--- src/rtl/core/lad_pkg.sv ---
// shared constants and coded-pair encoder for the lookahead decoder
`default_nettype none

package lad_pkg;

    localparam int HIST_W   = 4;
    localparam int FILL_W   = 3;
    localparam int DIST_W   = 4;
    localparam int MSG_W    = 13;
    localparam int SR_W     = 5;

    localparam int LOOKAHEAD_DEF        = 4;
    localparam int MAX_MESSAGE_BITS_DEF = 4096;

    localparam logic [MSG_W-1:0] MSG_BITS_RESET = 13'd4096;
    localparam logic [SR_W-1:0]  GEN_A          = 5'h19;
    localparam logic [SR_W-1:0]  GEN_B          = 5'h17;

    // bit1 from GEN_A, bit0 from GEN_B
    function automatic logic [1:0] lad_encode(input logic [SR_W-1:0] sr);
        lad_encode = {^(sr & GEN_A), ^(sr & GEN_B)};
    endfunction

endpackage

`default_nettype wire

--- src/rtl/core/conv_k5_lookahead_decoder_top.sv ---
// top level of the rate 1/2 k=5 hard-decision lookahead decoder
// the completing beat is registered in the input register, its result in the output register
// throughput: one pair per cycle; the search reads history updated by the previous pair
// the output register decouples the sides; input ready also falls while a result is stalled
// reset (synchronous, active low) clears history, window, counters, valids; message_bits -> 4096
`default_nettype none

module conv_k5_lookahead_decoder_top
    import lad_pkg::*;
#(
    parameter int LOOKAHEAD        = LOOKAHEAD_DEF,
    parameter int MAX_MESSAGE_BITS = MAX_MESSAGE_BITS_DEF
) (
    input  logic              i_clk,
    input  logic              i_rst_n,
    input  logic              i_cfg_valid,
    output logic              o_cfg_ready,
    input  logic [MSG_W-1:0]  i_cfg_data,
    input  logic              i_in_valid,
    output logic              o_in_ready,
    input  logic [1:0]        i_coded_pair,
    input  logic              i_start_req,
    output logic              o_out_valid,
    input  logic              i_out_ready,
    output logic              o_data_bit,
    output logic [DIST_W-1:0] o_distance,
    output logic              o_final_bit
);

    localparam int CNT_W = $clog2(MAX_MESSAGE_BITS + 1);
    localparam int CMP_W = (CNT_W > MSG_W) ? CNT_W : MSG_W;
    localparam int WIN_W = 2 * LOOKAHEAD;

    logic [MSG_W-1:0]  r_msg_bits;
    logic              r_in_vld;
    logic [1:0]        r_in_pair;
    logic              r_in_start;
    logic [HIST_W-1:0] r_hist, n_hist;
    logic [WIN_W-1:0]  r_win, n_win;
    logic [FILL_W-1:0] r_fill, n_fill;
    logic [CNT_W-1:0]  r_count, n_count;
    logic              r_active, n_active;
    logic              r_out_vld;
    logic              r_out_bit;
    logic [DIST_W-1:0] r_out_dist;
    logic              r_out_final;

    logic [HIST_W-1:0] hist_e;
    logic [FILL_W-1:0] fill_e;
    logic [CNT_W-1:0]  count_e;
    logic              active_e;
    logic [WIN_W-1:0]  win_now;
    logic              full;
    logic              produce;
    logic              out_free;
    logic              move;
    logic              in_take;
    logic              dec_bit;
    logic [DIST_W-1:0] dec_dist;
    logic [CMP_W-1:0]  lim;
    logic [CMP_W-1:0]  count_inc;
    logic              fin;

    assign hist_e   = r_in_start ? '0 : r_hist;
    assign fill_e   = r_in_start ? '0 : r_fill;
    assign count_e  = r_in_start ? '0 : r_count;
    assign active_e = r_in_start | r_active;

    always_comb begin
        for (int k = 0; k < LOOKAHEAD; k++) begin
            if (fill_e == FILL_W'(k)) begin
                win_now[2*k +: 2] = r_in_pair;
            end else begin
                win_now[2*k +: 2] = r_in_start ? 2'b00 : r_win[2*k +: 2];
            end
        end
    end

    lad_search #(
        .LOOKAHEAD (LOOKAHEAD)
    ) u_lad_search (
        .i_history  (hist_e),
        .i_window   (win_now),
        .o_bit      (dec_bit),
        .o_distance (dec_dist)
    );

    always_comb begin
        if (r_msg_bits == '0) begin
            lim = CMP_W'(1);
        end else if (CMP_W'(r_msg_bits) > CMP_W'(MAX_MESSAGE_BITS)) begin
            lim = CMP_W'(MAX_MESSAGE_BITS);
        end else begin
            lim = CMP_W'(r_msg_bits);
        end
    end

    assign count_inc = CMP_W'(count_e) + CMP_W'(1);
    assign fin       = (count_inc >= lim);

    assign full     = (fill_e == FILL_W'(LOOKAHEAD - 1));
    assign produce  = r_in_vld & active_e & full;
    assign out_free = ~r_out_vld | i_out_ready;
    assign move     = r_in_vld & (~produce | out_free);
    assign in_take  = i_in_valid & o_in_ready;

    assign o_in_ready  = ~r_in_vld | move;
    assign o_cfg_ready = 1'b1;

    always_comb begin
        n_hist   = r_hist;
        n_win    = r_win;
        n_fill   = r_fill;
        n_count  = r_count;
        n_active = r_active;
        if (move && active_e) begin
            if (full) begin
                n_hist   = {hist_e[HIST_W-2:0], dec_bit};
                n_win    = win_now >> 2;
                n_fill   = fill_e;
                n_count  = CNT_W'(count_inc);
                n_active = ~fin;
            end else begin
                n_hist   = hist_e;
                n_win    = win_now;
                n_fill   = fill_e + FILL_W'(1);
                n_count  = count_e;
                n_active = 1'b1;
            end
        end
    end

    always_ff @(posedge i_clk) begin
        if (!i_rst_n) begin
            r_msg_bits <= MSG_BITS_RESET;
            r_in_vld   <= 1'b0;
            r_hist     <= '0;
            r_win      <= '0;
            r_fill     <= '0;
            r_count    <= '0;
            r_active   <= 1'b0;
            r_out_vld  <= 1'b0;
        end else begin
            if (i_cfg_valid) begin
                r_msg_bits <= i_cfg_data;
            end
            if (in_take) begin
                r_in_vld <= 1'b1;
            end else if (move) begin
                r_in_vld <= 1'b0;
            end
            r_hist   <= n_hist;
            r_win    <= n_win;
            r_fill   <= n_fill;
            r_count  <= n_count;
            r_active <= n_active;
            if (produce && move) begin
                r_out_vld <= 1'b1;
            end else if (i_out_ready) begin
                r_out_vld <= 1'b0;
            end
        end
    end

    // payload registers
    always_ff @(posedge i_clk) begin
        if (in_take) begin
            r_in_pair  <= i_coded_pair;
            r_in_start <= i_start_req;
        end
        if (produce && move) begin
            r_out_bit   <= dec_bit;
            r_out_dist  <= dec_dist;
            r_out_final <= fin;
        end
    end

    assign o_out_valid = r_out_vld;
    assign o_data_bit  = r_out_bit;
    assign o_distance  = r_out_dist;
    assign o_final_bit = r_out_final;

endmodule

`default_nettype wire

--- src/rtl/core/lad_search.sv ---
// hypothesis search: re-encode every hypothesis, pick minimum hamming distance
`default_nettype none

module lad_search
    import lad_pkg::*;
#(
    parameter int LOOKAHEAD = LOOKAHEAD_DEF
) (
    input  logic [HIST_W-1:0]      i_history,
    input  logic [2*LOOKAHEAD-1:0] i_window,
    output logic                   o_bit,
    output logic [DIST_W-1:0]      o_distance
);

    localparam int NHYP = 1 << LOOKAHEAD;

    typedef struct packed {
        logic              first;
        logic [DIST_W-1:0] score;
    } t_node;

    t_node tree [LOOKAHEAD+1][NHYP];

    always_comb begin
        logic [SR_W-1:0]      sr;
        logic [LOOKAHEAD-1:0] hyp;
        logic [1:0]           x;
        logic [DIST_W-1:0]    d;
        for (int l = 0; l <= LOOKAHEAD; l++) begin
            for (int i = 0; i < NHYP; i++) begin
                tree[l][i] = '0;
            end
        end
        // leaf distances
        for (int h = 0; h < NHYP; h++) begin
            hyp = LOOKAHEAD'(h);
            sr  = {1'b0, i_history};
            d   = '0;
            for (int k = 0; k < LOOKAHEAD; k++) begin
                sr = {sr[SR_W-2:0], hyp[LOOKAHEAD-1-k]};
                x  = lad_encode(sr) ^ i_window[2*k +: 2];
                d  = d + DIST_W'(x[0]) + DIST_W'(x[1]);
            end
            tree[0][h].first = hyp[LOOKAHEAD-1];
            tree[0][h].score = d;
        end
        // min tree, left (lower hypothesis) wins ties
        for (int l = 1; l <= LOOKAHEAD; l++) begin
            for (int i = 0; i < (NHYP >> l); i++) begin
                if (tree[l-1][2*i+1].score < tree[l-1][2*i].score) begin
                    tree[l][i] = tree[l-1][2*i+1];
                end else begin
                    tree[l][i] = tree[l-1][2*i];
                end
            end
        end
    end

    assign o_bit      = tree[LOOKAHEAD][0].first;
    assign o_distance = tree[LOOKAHEAD][0].score;

endmodule

`default_nettype wire

--- config.mk ---
export PLATFORM = sky130hd
export DESIGN_NAME = conv_k5_lookahead_decoder_top
export DESIGN_NICKNAME = d
export VERILOG_FILES = /design/src/rtl/core/lad_pkg.sv /design/src/rtl/core/conv_k5_lookahead_decoder_top.sv /design/src/rtl/core/lad_search.sv
export SDC_FILE = /design/constraint.sdc
export NUM_CORES = 1
export LEC_CHECK = 0
export ABC_AREA = 1
export BUFFER_PORTS_ARGS = -buffer_cell sky130_fd_sc_hd__buf_2
export CAP_MARGIN = 20
export CELL_PAD_IN_SITES_DETAIL_PLACEMENT = 0
export CELL_PAD_IN_SITES_GLOBAL_PLACEMENT = 1
export CORE_ASPECT_RATIO = 0.75
export CORE_MARGIN = 2
export CORE_UTILIZATION = 30
export DETAILED_ROUTE_END_ITERATION = 10
export GPL_TIMING_DRIVEN = 0
export PLACE_DENSITY = 0.61
export SYNTH_ARGS = -nofsm -noshare
export SYNTH_HDL_FRONTEND = slang
export SYNTH_HIERARCHICAL = 1
export SYNTH_SLANG_ARGS = --single-unit
--- constraint.sdc ---
create_clock -name i_clk -period 12.9 [get_ports i_clk]
set_input_delay 0.645 -clock i_clk [delete_from_list [all_inputs] [get_ports i_clk]]
set_output_delay 0.645 -clock i_clk [all_outputs]
set_load 0.02 [all_outputs]
Yosys cells after proc, flatten, opt, wreduce, memory -nomap -nowiden. Index checks and enable logic that the tools add are counted. W data, S select, Z words.

Register bits: 53. Latch bits: 0. RAM bits: 0. Memory bits (read-only): 0. Output and inout bits: 9. Logic and storage cells: 189. Memories kept: 0.

$add $sub $neg: 60. Multipliers: 0. Divide/modulo/power cells: 0. Order comparisons: 17. Equal/unequal tests: 3. Shift operators: 0. Mux-type cells: 37. Bitwise operators: 34. Reduce and logical (&&, ||, !) cells: 25.

Operators with widths (number): $add A4 B1 Y4 (53); $reduce_xor A5 Y1 (19); $lt A4 B4 Y1 (15); $mux W13 (4); $xor A2 B2 Y2 (22); $mux W4 (10); $mux W5 (7); $mux W2 (8); $add A13 B1 Y13 const B (1); $ge A13 B13 Y1 (1); $gt A13 B13 Y1 const B (1); $logic_not A13 Y1 (1); $mux W8 (1); $add A2 B1 Y3 (2); $eq A3 B2 Y1 const B (2); $mux W3 (2); $mux W1 (5); $add A1 B1 Y2 (2); $add A3 B1 Y4 (1); $and A1 B1 Y1 (4); $not A1 Y1 (4); $or A1 B1 Y1 (4); $reduce_bool A2 Y1 (2); $add A3 B1 Y3 const B (1); other kinds (3) (4).

Logic depth before layout (Yosys ltp). Gate-level depths: netlist of the first run.

Word-level depth: 20. Depth in mapped cells: 52. Mapped depth without buffers: 51.

By module. Netlist of the first run, hierarchy kept.

Modules (own cells, without submodules): lad_search (instances 1, cells each 533, area each 3809.9 um2, seq. area each 0.0 um2); conv_k5_lookahead_decoder_top (instances 1, cells each 452, area each 3155.5 um2, seq. area each 1151.1 um2).

Worst setup path before layout of the first run. OpenSTA, ideal clock, no wires.

Kind: flip-flop to flip-flop. Start: register r_in_start. End: register r_hist[0]. Setup time: 119 ps. Arrival: 7064 ps. Data required time: 12781 ps. Path slack: 5717 ps. Cell stages (with the launch flop): 52. Buffers on the path: 2. Cells stage by stage: edfxtp_1 > buf_6 > clkbuf_1 > nor2_1 > inv_1 > ha_1 > nand2_1 > nand3_1 > o21ai_0 > xnor2_1 > inv_1 > ha_1 > inv_1 > fa_1 > inv_1 > fa_1 > fa_1 > nand3_1 > [... 16 more ...] > ha_1 > inv_1 > nor2_1 > nand2_1 > nand2_1 > inv_1 > nand2_1 > o21ai_0 > ha_1 > inv_1 > nor2_1 > nand2_4 > nand2_2 > inv_1 > nand2_1 > nand2_1 > o21ai_0 > a21oi_1.

Longest elaborated chain between the ends: 20.

RTL lines: start, declared (RTL line conv_k5_lookahead_decoder_top.sv:37) `logic r_in_start;`; start signal, assigned (RTL line conv_k5_lookahead_decoder_top.sv:169) `r_in_start <= i_start_req;`; $mux W3 (RTL line conv_k5_lookahead_decoder_top.sv:65) `assign fill_e = r_in_start ? '0 : r_fill;`; $logic_not A3 Y1 (RTL line conv_k5_lookahead_decoder_top.sv:71) `if (fill_e == FILL_W'(k)) begin`; $mux W2 * (RTL line conv_k5_lookahead_decoder_top.sv:71); net win_now[1] (RTL line conv_k5_lookahead_decoder_top.sv:52) `logic [WIN_W-1:0] win_now;`; $xor A2 B2 Y2 (RTL line lad_search.sv:41) `x = lad_encode(sr) ^ i_window[2*k +: 2];`; $add A1 B1 Y2 (RTL line lad_search.sv:42) `d = d + DIST_W'(x[0]) + DIST_W'(x[1]);`; $add A4 B1 Y4 / $add A2 B1 Y3 (equally long branches) (RTL line lad_search.sv:42); $add A4 B1 Y4 / $add A3 B1 Y4 (equally long branches) (RTL line lad_search.sv:42); [... 6 more ...]; $lt A4 B4 Y1 (RTL line lad_search.sv:50) `if (tree[l-1][2*i+1].score < tree[l-1][2*i].score) begin`; $mux W5 (RTL line lad_search.sv:50); $lt A4 B4 Y1 (RTL line lad_search.sv:50); $mux W5 (RTL line lad_search.sv:50); $lt A4 B4 Y1 (RTL line lad_search.sv:50); $mux W5 * (RTL line lad_search.sv:50); net dec_bit (RTL line conv_k5_lookahead_decoder_top.sv:58) `logic dec_bit;`; $mux W4 * (RTL line conv_k5_lookahead_decoder_top.sv:117) `if (full) begin`; end signal, assigned (RTL line conv_k5_lookahead_decoder_top.sv:152) `r_hist <= n_hist;`; end, declared (RTL line conv_k5_lookahead_decoder_top.sv:38) `logic [HIST_W-1:0] r_hist, n_hist;`.

The timed path passes the listed nets; every way through them passes the cells marked *. A chain may end at the register's enable or synchronous reset.

Worst setup path after layout of the first run.
Start: register r_in_start. End: register r_hist[0].

RTL lines (RTL line): $mux W3 (conv_k5_lookahead_decoder_top.sv:65); $eq A3 B2 Y1 (conv_k5_lookahead_decoder_top.sv:71); $mux W2 * (conv_k5_lookahead_decoder_top.sv:71); net win_now[7] (conv_k5_lookahead_decoder_top.sv:52); $xor A2 B2 Y2 (lad_search.sv:41); $add A4 B1 Y4 (lad_search.sv:42); $lt A4 B4 Y1 (lad_search.sv:50); $mux W4 (lad_search.sv:50); $lt A4 B4 Y1 (lad_search.sv:50); $mux W5 (lad_search.sv:50); $lt A4 B4 Y1 (lad_search.sv:50); $mux W5 (lad_search.sv:50); $lt A4 B4 Y1 (lad_search.sv:50); $mux W5 * (lad_search.sv:50); net dec_bit (conv_k5_lookahead_decoder_top.sv:58); $mux W4 * (conv_k5_lookahead_decoder_top.sv:117).

Marks and branches as above.

==> metrics.cfg, run 1 <==
[status]
outcome = finished clean

[synth]
synth_top_area_frac = 0.176
synth.avg_cell_area_um2 = 7.07
synth_top_area_cell = ha_1
ys_top_cells_by_area = ha_1 (18%), dfxtp_1 (13%), fa_1 (10%), nand2_1 (10%), inv_1 (9.1%)
ys_ff_latch = 53
synth_nets = 1140
synthCells = 985
seq_area_frac_synth = 0.165
yosysWarnings = 6
syn-cell-area_mm2 = 0.00697
synth.distinct_cells = 39

[worst_setup_path]
crit_fanout = 10
r2r-end = r_hist[0]
critPathLaunchType = flip-flop
cp_common_cell = nand2_1
required_ns = 13.09
crit_end = r_hist[0]
startpoint = r_in_start
arrival_ns = 8.91
cp_slowest_cell = xor2_2
r2r-start = r_in_start
r2r_setup_slack_ns = 4.18
critPathCaptureType = flip-flop
critPathKind = reg2reg
cp_slowest_stage_delay_ns = 0.77
rr_worst_depth = 43

[timing]
skew_ns = 0.00337
slew_violations = 0
timing.slew.headroom = 0.375
hold_ws_ns = 0.456
period_share = 0.676
min_period_ns = 8.72
max_freq_ghz = 0.115
fin_tns_setup_ns = 0
tightestPinTransition_ns = 0.937
setup_violations = 0
hold_viol = 0
rsz0062_at_grt = no

[drt]
wl_mm = 17.2
antenna_left = 0
first_pass_iters = 4
drc = 0
vias_per_cell = 4.44
vias = 5860
initialDrtViolationCount = 322
routedWlPerCell_um = 13.0

[die]
core_area_mm2 = 0.0229
rows = 48
initial_core_util = 0.304
pin_count = 30
die_h_um = 136
fp.dieW_um = 180
die-area_mm2 = 0.0245

[global_routing]
top_usage_layer = met1
use_met1 = 0.243
grt_pass1_wl_mm = 28.5
overflow = 0
antenna_found_initial = 0
met3_usage = 0.0145
track_usage = 0.146
met2_usage = 0.195
grt_pass1_vias = 5392
grt_max_degree = 17

[cells_and_area]
nets = 1174
fillers = 2462
final_common_cell = nand2_1
layout-drive-gt1-share = 0.0980
finalNonFillerCells = 1320
layout_common_cells = nand2_1 (192), inv_1 (168), ha_1 (98)
diodes = 0
synthToLayoutAreaGrowth_pct = 9.57

[placed_design]
gp_congestion = 0.782
hpwl_mm = 14.3
dpl.cell_count = 1312
port_buffers = 27

[clock_network]
clock-sinks = 53
cts_root_buffer = clkbuf_16
cts_hold_buf = 0
clock_tree.buffer_depth = 2
cts_tree = yes
post_cts_resized = 0
numCtsBuffers = 5
clkLatencyLatePin_ns = 0.30
cts_max_level = 2
path_clk_slew_ns = 0.07
post-cts-setup-buffers = 0

[hold_path]
hold_class = reg2reg

[run]
maxCapViolCount = 0

-- kinds of logic (layout without fill, tap and decap cells) --
group | Yosys count | in the layout | share of synthesized area
AO/OA/AOI/OAI | 144 | 144 | 0.116
XOR/XNOR | 52 | 52 | 0.0654
adder cells (fa/ha/maj) | 134 | 134 | 0.280
buffers and inverters | 193 | 228 | 0.111
flip-flops | 53 | 53 | 0.165
other | 1 | 1 | 0.000538
AND/OR/NAND/NOR | 408 | 408 | 0.263
-- stage by stage --
| step | setup slack, ns | cell area, um^2 | util |
|---|---|---|---|
| after floorplan | 5.72 | 6970 | - |
| after global placement | 3.44 | 7480 | 0.327 |
| after detailed placement | 4.06 | 7490 | 0.327 |
| after CTS | 4.01 | 7630 | 0.334 |
| after global routing | 3.34 | 7630 | 0.334 |
| final | 4.18 | 7630 | 0.334 |
-- state kept, by name, summed over array words and instances, names as in the netlist --
register and flops:
o_data_bit 1, o_distance 4, o_final_bit 1, o_out_valid 1
r_active 1, r_count 13, r_fill 3, r_hist 4
r_in_pair 2, r_in_start 1, r_in_vld 1, r_msg_bits 13
r_win 8
-- worst min-delay path by stage --
stage / start / end / slack [ns] / depth (start not counted)
after global routing: r_hist[0] / r_hist[0] / 0.48 / 2
after global placement: r_hist[0] / r_hist[0] / 0.45 / 2
after detailed placement: r_hist[0] / r_hist[0] / 0.45 / 2
after floorplan: r_fill[1] / r_fill[1] / 0.43 / 2
final: r_hist[0] / r_hist[0] / 0.46 / 2
after CTS: r_hist[0] / r_hist[0] / 0.46 / 2
-- synth_stat cells, drive strengths merged --
master / instances
nand2: 227
inv: 171
ha: 98
nor2: 84
nand3: 80
a21oi: 69
o21ai: 60
dfxtp: 44
fa: 36
xnor2: 33
xor2: 19
clkbuf: 12
buf: 10
edfxtp: 9
and2: 7
o21a: 7
nand3b: 5
o211ai: 4
nand4: 3
a21boi: 1
conb: 1
nor3: 1
nor4: 1
o211a: 1
o21bai: 1
o22ai: 1
-- critical path: cells and delay by family (launching register included) --
kind | cells | cell delay (ns)
AO/OA/AOI/OAI | 8 | 1.54
XOR/XNOR | 1 | 0.77
buffers and inverters | 9 | 1.94
adder cells (fa/ha/maj) | 7 | 2.28
AND/OR/NAND/NOR | 18 | 1.72
flip-flops | 1 | 0.34
-- final cells by class --
type,count,area (um^2),share of cell area
Multi-Input combinational cell,739,5060,0.663
Sequential cell,53,1150,0.151
Inverter,171,649,0.0851
Tap cell,300,375,0.0492
Timing Repair Buffer,27,135,0.0177
Clock buffer,6,129,0.0169
Buffer,22,121,0.0159
Clock inverter,2,12.5,0.00164
-- layer usage --
layer,routed length (um),share of wire
met5,0,0
met4,107,0.0062
met3,465,0.027
met2,6210,0.36
met1,10400,0.61
Power of run 1 is not shown: default switching activity piles up to over one toggle a cycle in this logic, so the estimate is an artifact.
==> run 2: changes to the inputs <==
Settings changed: PLACE_DENSITY 0.61 to 0.63.
Clock period 12.9 ns to 7.9 ns, I/O delays scaled along.
==> metrics.cfg, run 2 (synthesized netlist as in run 1, its figures left out) <==
[status]
outcome = finished clean  ; unchanged

[worst_setup_path]
cp_common_cell = ha_1  ; was nand2_1
critPathKind = reg2reg  ; unchanged
required_ns = 8.11  ; was 13.09 ns
r2r-end = r_hist[0]  ; unchanged
rr_worst_depth = 50  ; was 43
critPathLaunchType = flip-flop  ; unchanged
r2r_setup_slack_ns = 0.45  ; was 4.18 ns
crit_fanout = 10  ; unchanged
cp_slowest_stage_delay_ns = 0.59  ; was 0.77 ns
critPathCaptureType = flip-flop  ; unchanged
arrival_ns = 7.66  ; was 8.91 ns
r2r-start = r_in_start  ; unchanged
cp_slowest_cell = fa_2  ; was xor2_2

[global_routing]
grt_pass1_vias = 5431  ; was 5392
antenna_found_initial = 0  ; unchanged
grt_max_degree = 17  ; unchanged
grt_pass1_wl_mm = 28.2  ; was 28.5 mm
overflow = 0  ; unchanged
track_usage = 0.143  ; was 0.146

[die]
die-area_mm2 = 0.0245  ; unchanged
initial_core_util = 0.304  ; unchanged
pin_count = 30  ; unchanged
die_h_um = 136  ; unchanged
rows = 48  ; unchanged
fp.dieW_um = 180  ; unchanged
core_area_mm2 = 0.0229  ; unchanged

[timing]
setup_violations = 0  ; unchanged
hold_viol = 0  ; unchanged
timing.slew.headroom = 0.515  ; was 0.375
slew_violations = 0  ; unchanged
max_freq_ghz = 0.134  ; was 0.115 GHz
min_period_ns = 7.45  ; was 8.72 ns
skew_ns = 0.00746  ; was 0.00337 ns
period_share = 0.943  ; was 0.676
tightestPinTransition_ns = 0.720  ; was 0.937 ns

[placed_design]
gp_congestion = 0.775  ; was 0.782
hpwl_mm = 14.1  ; was 14.3 mm
port_buffers = 27  ; unchanged

[cells_and_area]
layout-drive-gt1-share = 0.182  ; was 0.0980
final_core_util = 0.356  ; was 0.334
diodes = 0  ; unchanged
fillers = 2494  ; was 2462
final_common_cell = nand2_1  ; unchanged
seq_area_mm2 = 0.00115  ; unchanged
reg_top3 = r_count (13), r_msg_bits (13), r_win (8)  ; unchanged
synthToLayoutAreaGrowth_pct = 17.0  ; was 9.57%
nets = 1192  ; was 1174
layout_common_cells = nand2_1 (187), inv_1 (161), ha_1 (96)  ; was nand2_1 (192), inv_1 (168), ha_1 (98)
multi_input_area_mm2 = 0.00540  ; was 0.00506 mm^2

[run]
maxCapViolCount = 0  ; unchanged

[hold_path]
worstHoldStart = i_coded_pair[0]  ; was r_hist[0]
hold_depth = 1  ; was 2
hold_class = in2reg  ; was reg2reg
whs_endpoint = r_in_pair[0]  ; was r_hist[0]

[clock_network]
cts_tree = yes  ; unchanged
clock-sinks = 53  ; unchanged
numCtsBuffers = 5  ; unchanged
clock_tree.buffer_depth = 2  ; unchanged
cts_max_level = 2  ; unchanged
clkLatencyLatePin_ns = 0.31  ; was 0.30 ns
cts_root_buffer = clkbuf_16  ; unchanged
path_clk_slew_ns = 0.08  ; was 0.07 ns

[drt]
antenna_left = 0  ; unchanged
routedWlPerCell_um = 13.0  ; about the same
first_pass_iters = 5  ; was 4
drc = 0  ; unchanged
wl_mm = 17.4  ; was 17.2 mm
vias_per_cell = 4.51  ; was 4.44
initialDrtViolationCount = 311  ; was 322
vias = 6035  ; was 5860

-- run 2: cell count changes in the layout (fill, tap and decap cells not counted), moves of 11 or more --
cell / previous run / this run
o21ai_0: 57 / 40
fa_2: 0 / 14
xnor2_1: 32 / 21
buf_4: 3 / 22
fa_1: 36 / 22
-- run 2: repair_timing --
item                       CTS  global route
pin swaps                    1            23
resized for setup           26            80
gates cloned                 0             1
buffers inserted             0            18
setup endpoints to repair    5             5
hold buffers                 0             0
-- run 2: area by class of cell --
| type | instances | area share |
|---|---|---|
| timing repair buffer | 47 | 0.0362 |
| sequential | 53 | 0.141 |
| tap | 300 | 0.0461 |
| buffer | 20 | 0.0152 |
| inverter | 171 | 0.0803 |
| clock buffer | 6 | 0.0158 |
| multi-input combinational | 739 | 0.663 |
| clock inverter | 2 | 0.00184 |
-- run 2: worst max-delay path by stage --
stage	startpoint	endpoint
2_1_floorplan	r_in_start	r_hist[0]
3_3_place_gp	r_in_start	r_hist[0]
3_5_place_dp	r_in_start	r_hist[0]
4_1_cts	r_in_start	r_hist[0]
5_1_grt	r_in_start	r_hist[0]
6_report	r_in_start	r_hist[0]
-- run 2: routing by layer --
metal / routed length [um] / share of wire / up-vias / track usage
met3: 450 / 0.026 / 8 / 0.0161
met1: 10200 / 0.58 / 2733 / 0.237
met2: 6660 / 0.38 / 67 / 0.194
met5: 0 / 0 / - / 0
li1: - / - / 3227 / -
met4: 137 / 0.0079 / 0 / 0.0257
-- run 2: per-stage QoR --
| stage | instance area, um^2 | hold WS [ns] | setup slack [ns] | setup TNS [ns] | cells |
|---|---|---|---|---|---|
| floorplan | 6970 | 0.430 | 0.717 | 0 | 985 |
| global placement | 7480 | 0.446 | -1.46 | -6.33 | 1312 |
| detailed placement | 7490 | 0.455 | -0.717 | -2.64 | 1313 |
| CTS | 7710 | 0.251 | 0.0147 | 0 | 1320 |
| global route | 8150 | 0.253 | -0.106 | -0.106 | 1338 |
| finish | 8150 | 0.255 | 0.452 | 0 | 1338 |
-- run 2: critical path, delay by kind of cell (launching register included) --
kind | cells | cell delay [ns]
fa+ha+maj | 10 | 3.19
simple gates | 18 | 1.72
buf+inv | 13 | 0.95
compound gates | 7 | 0.79
flops | 1 | 0.41
xor+xnor | 2 | 0.27
Power of run 2 is left out for the same reason.
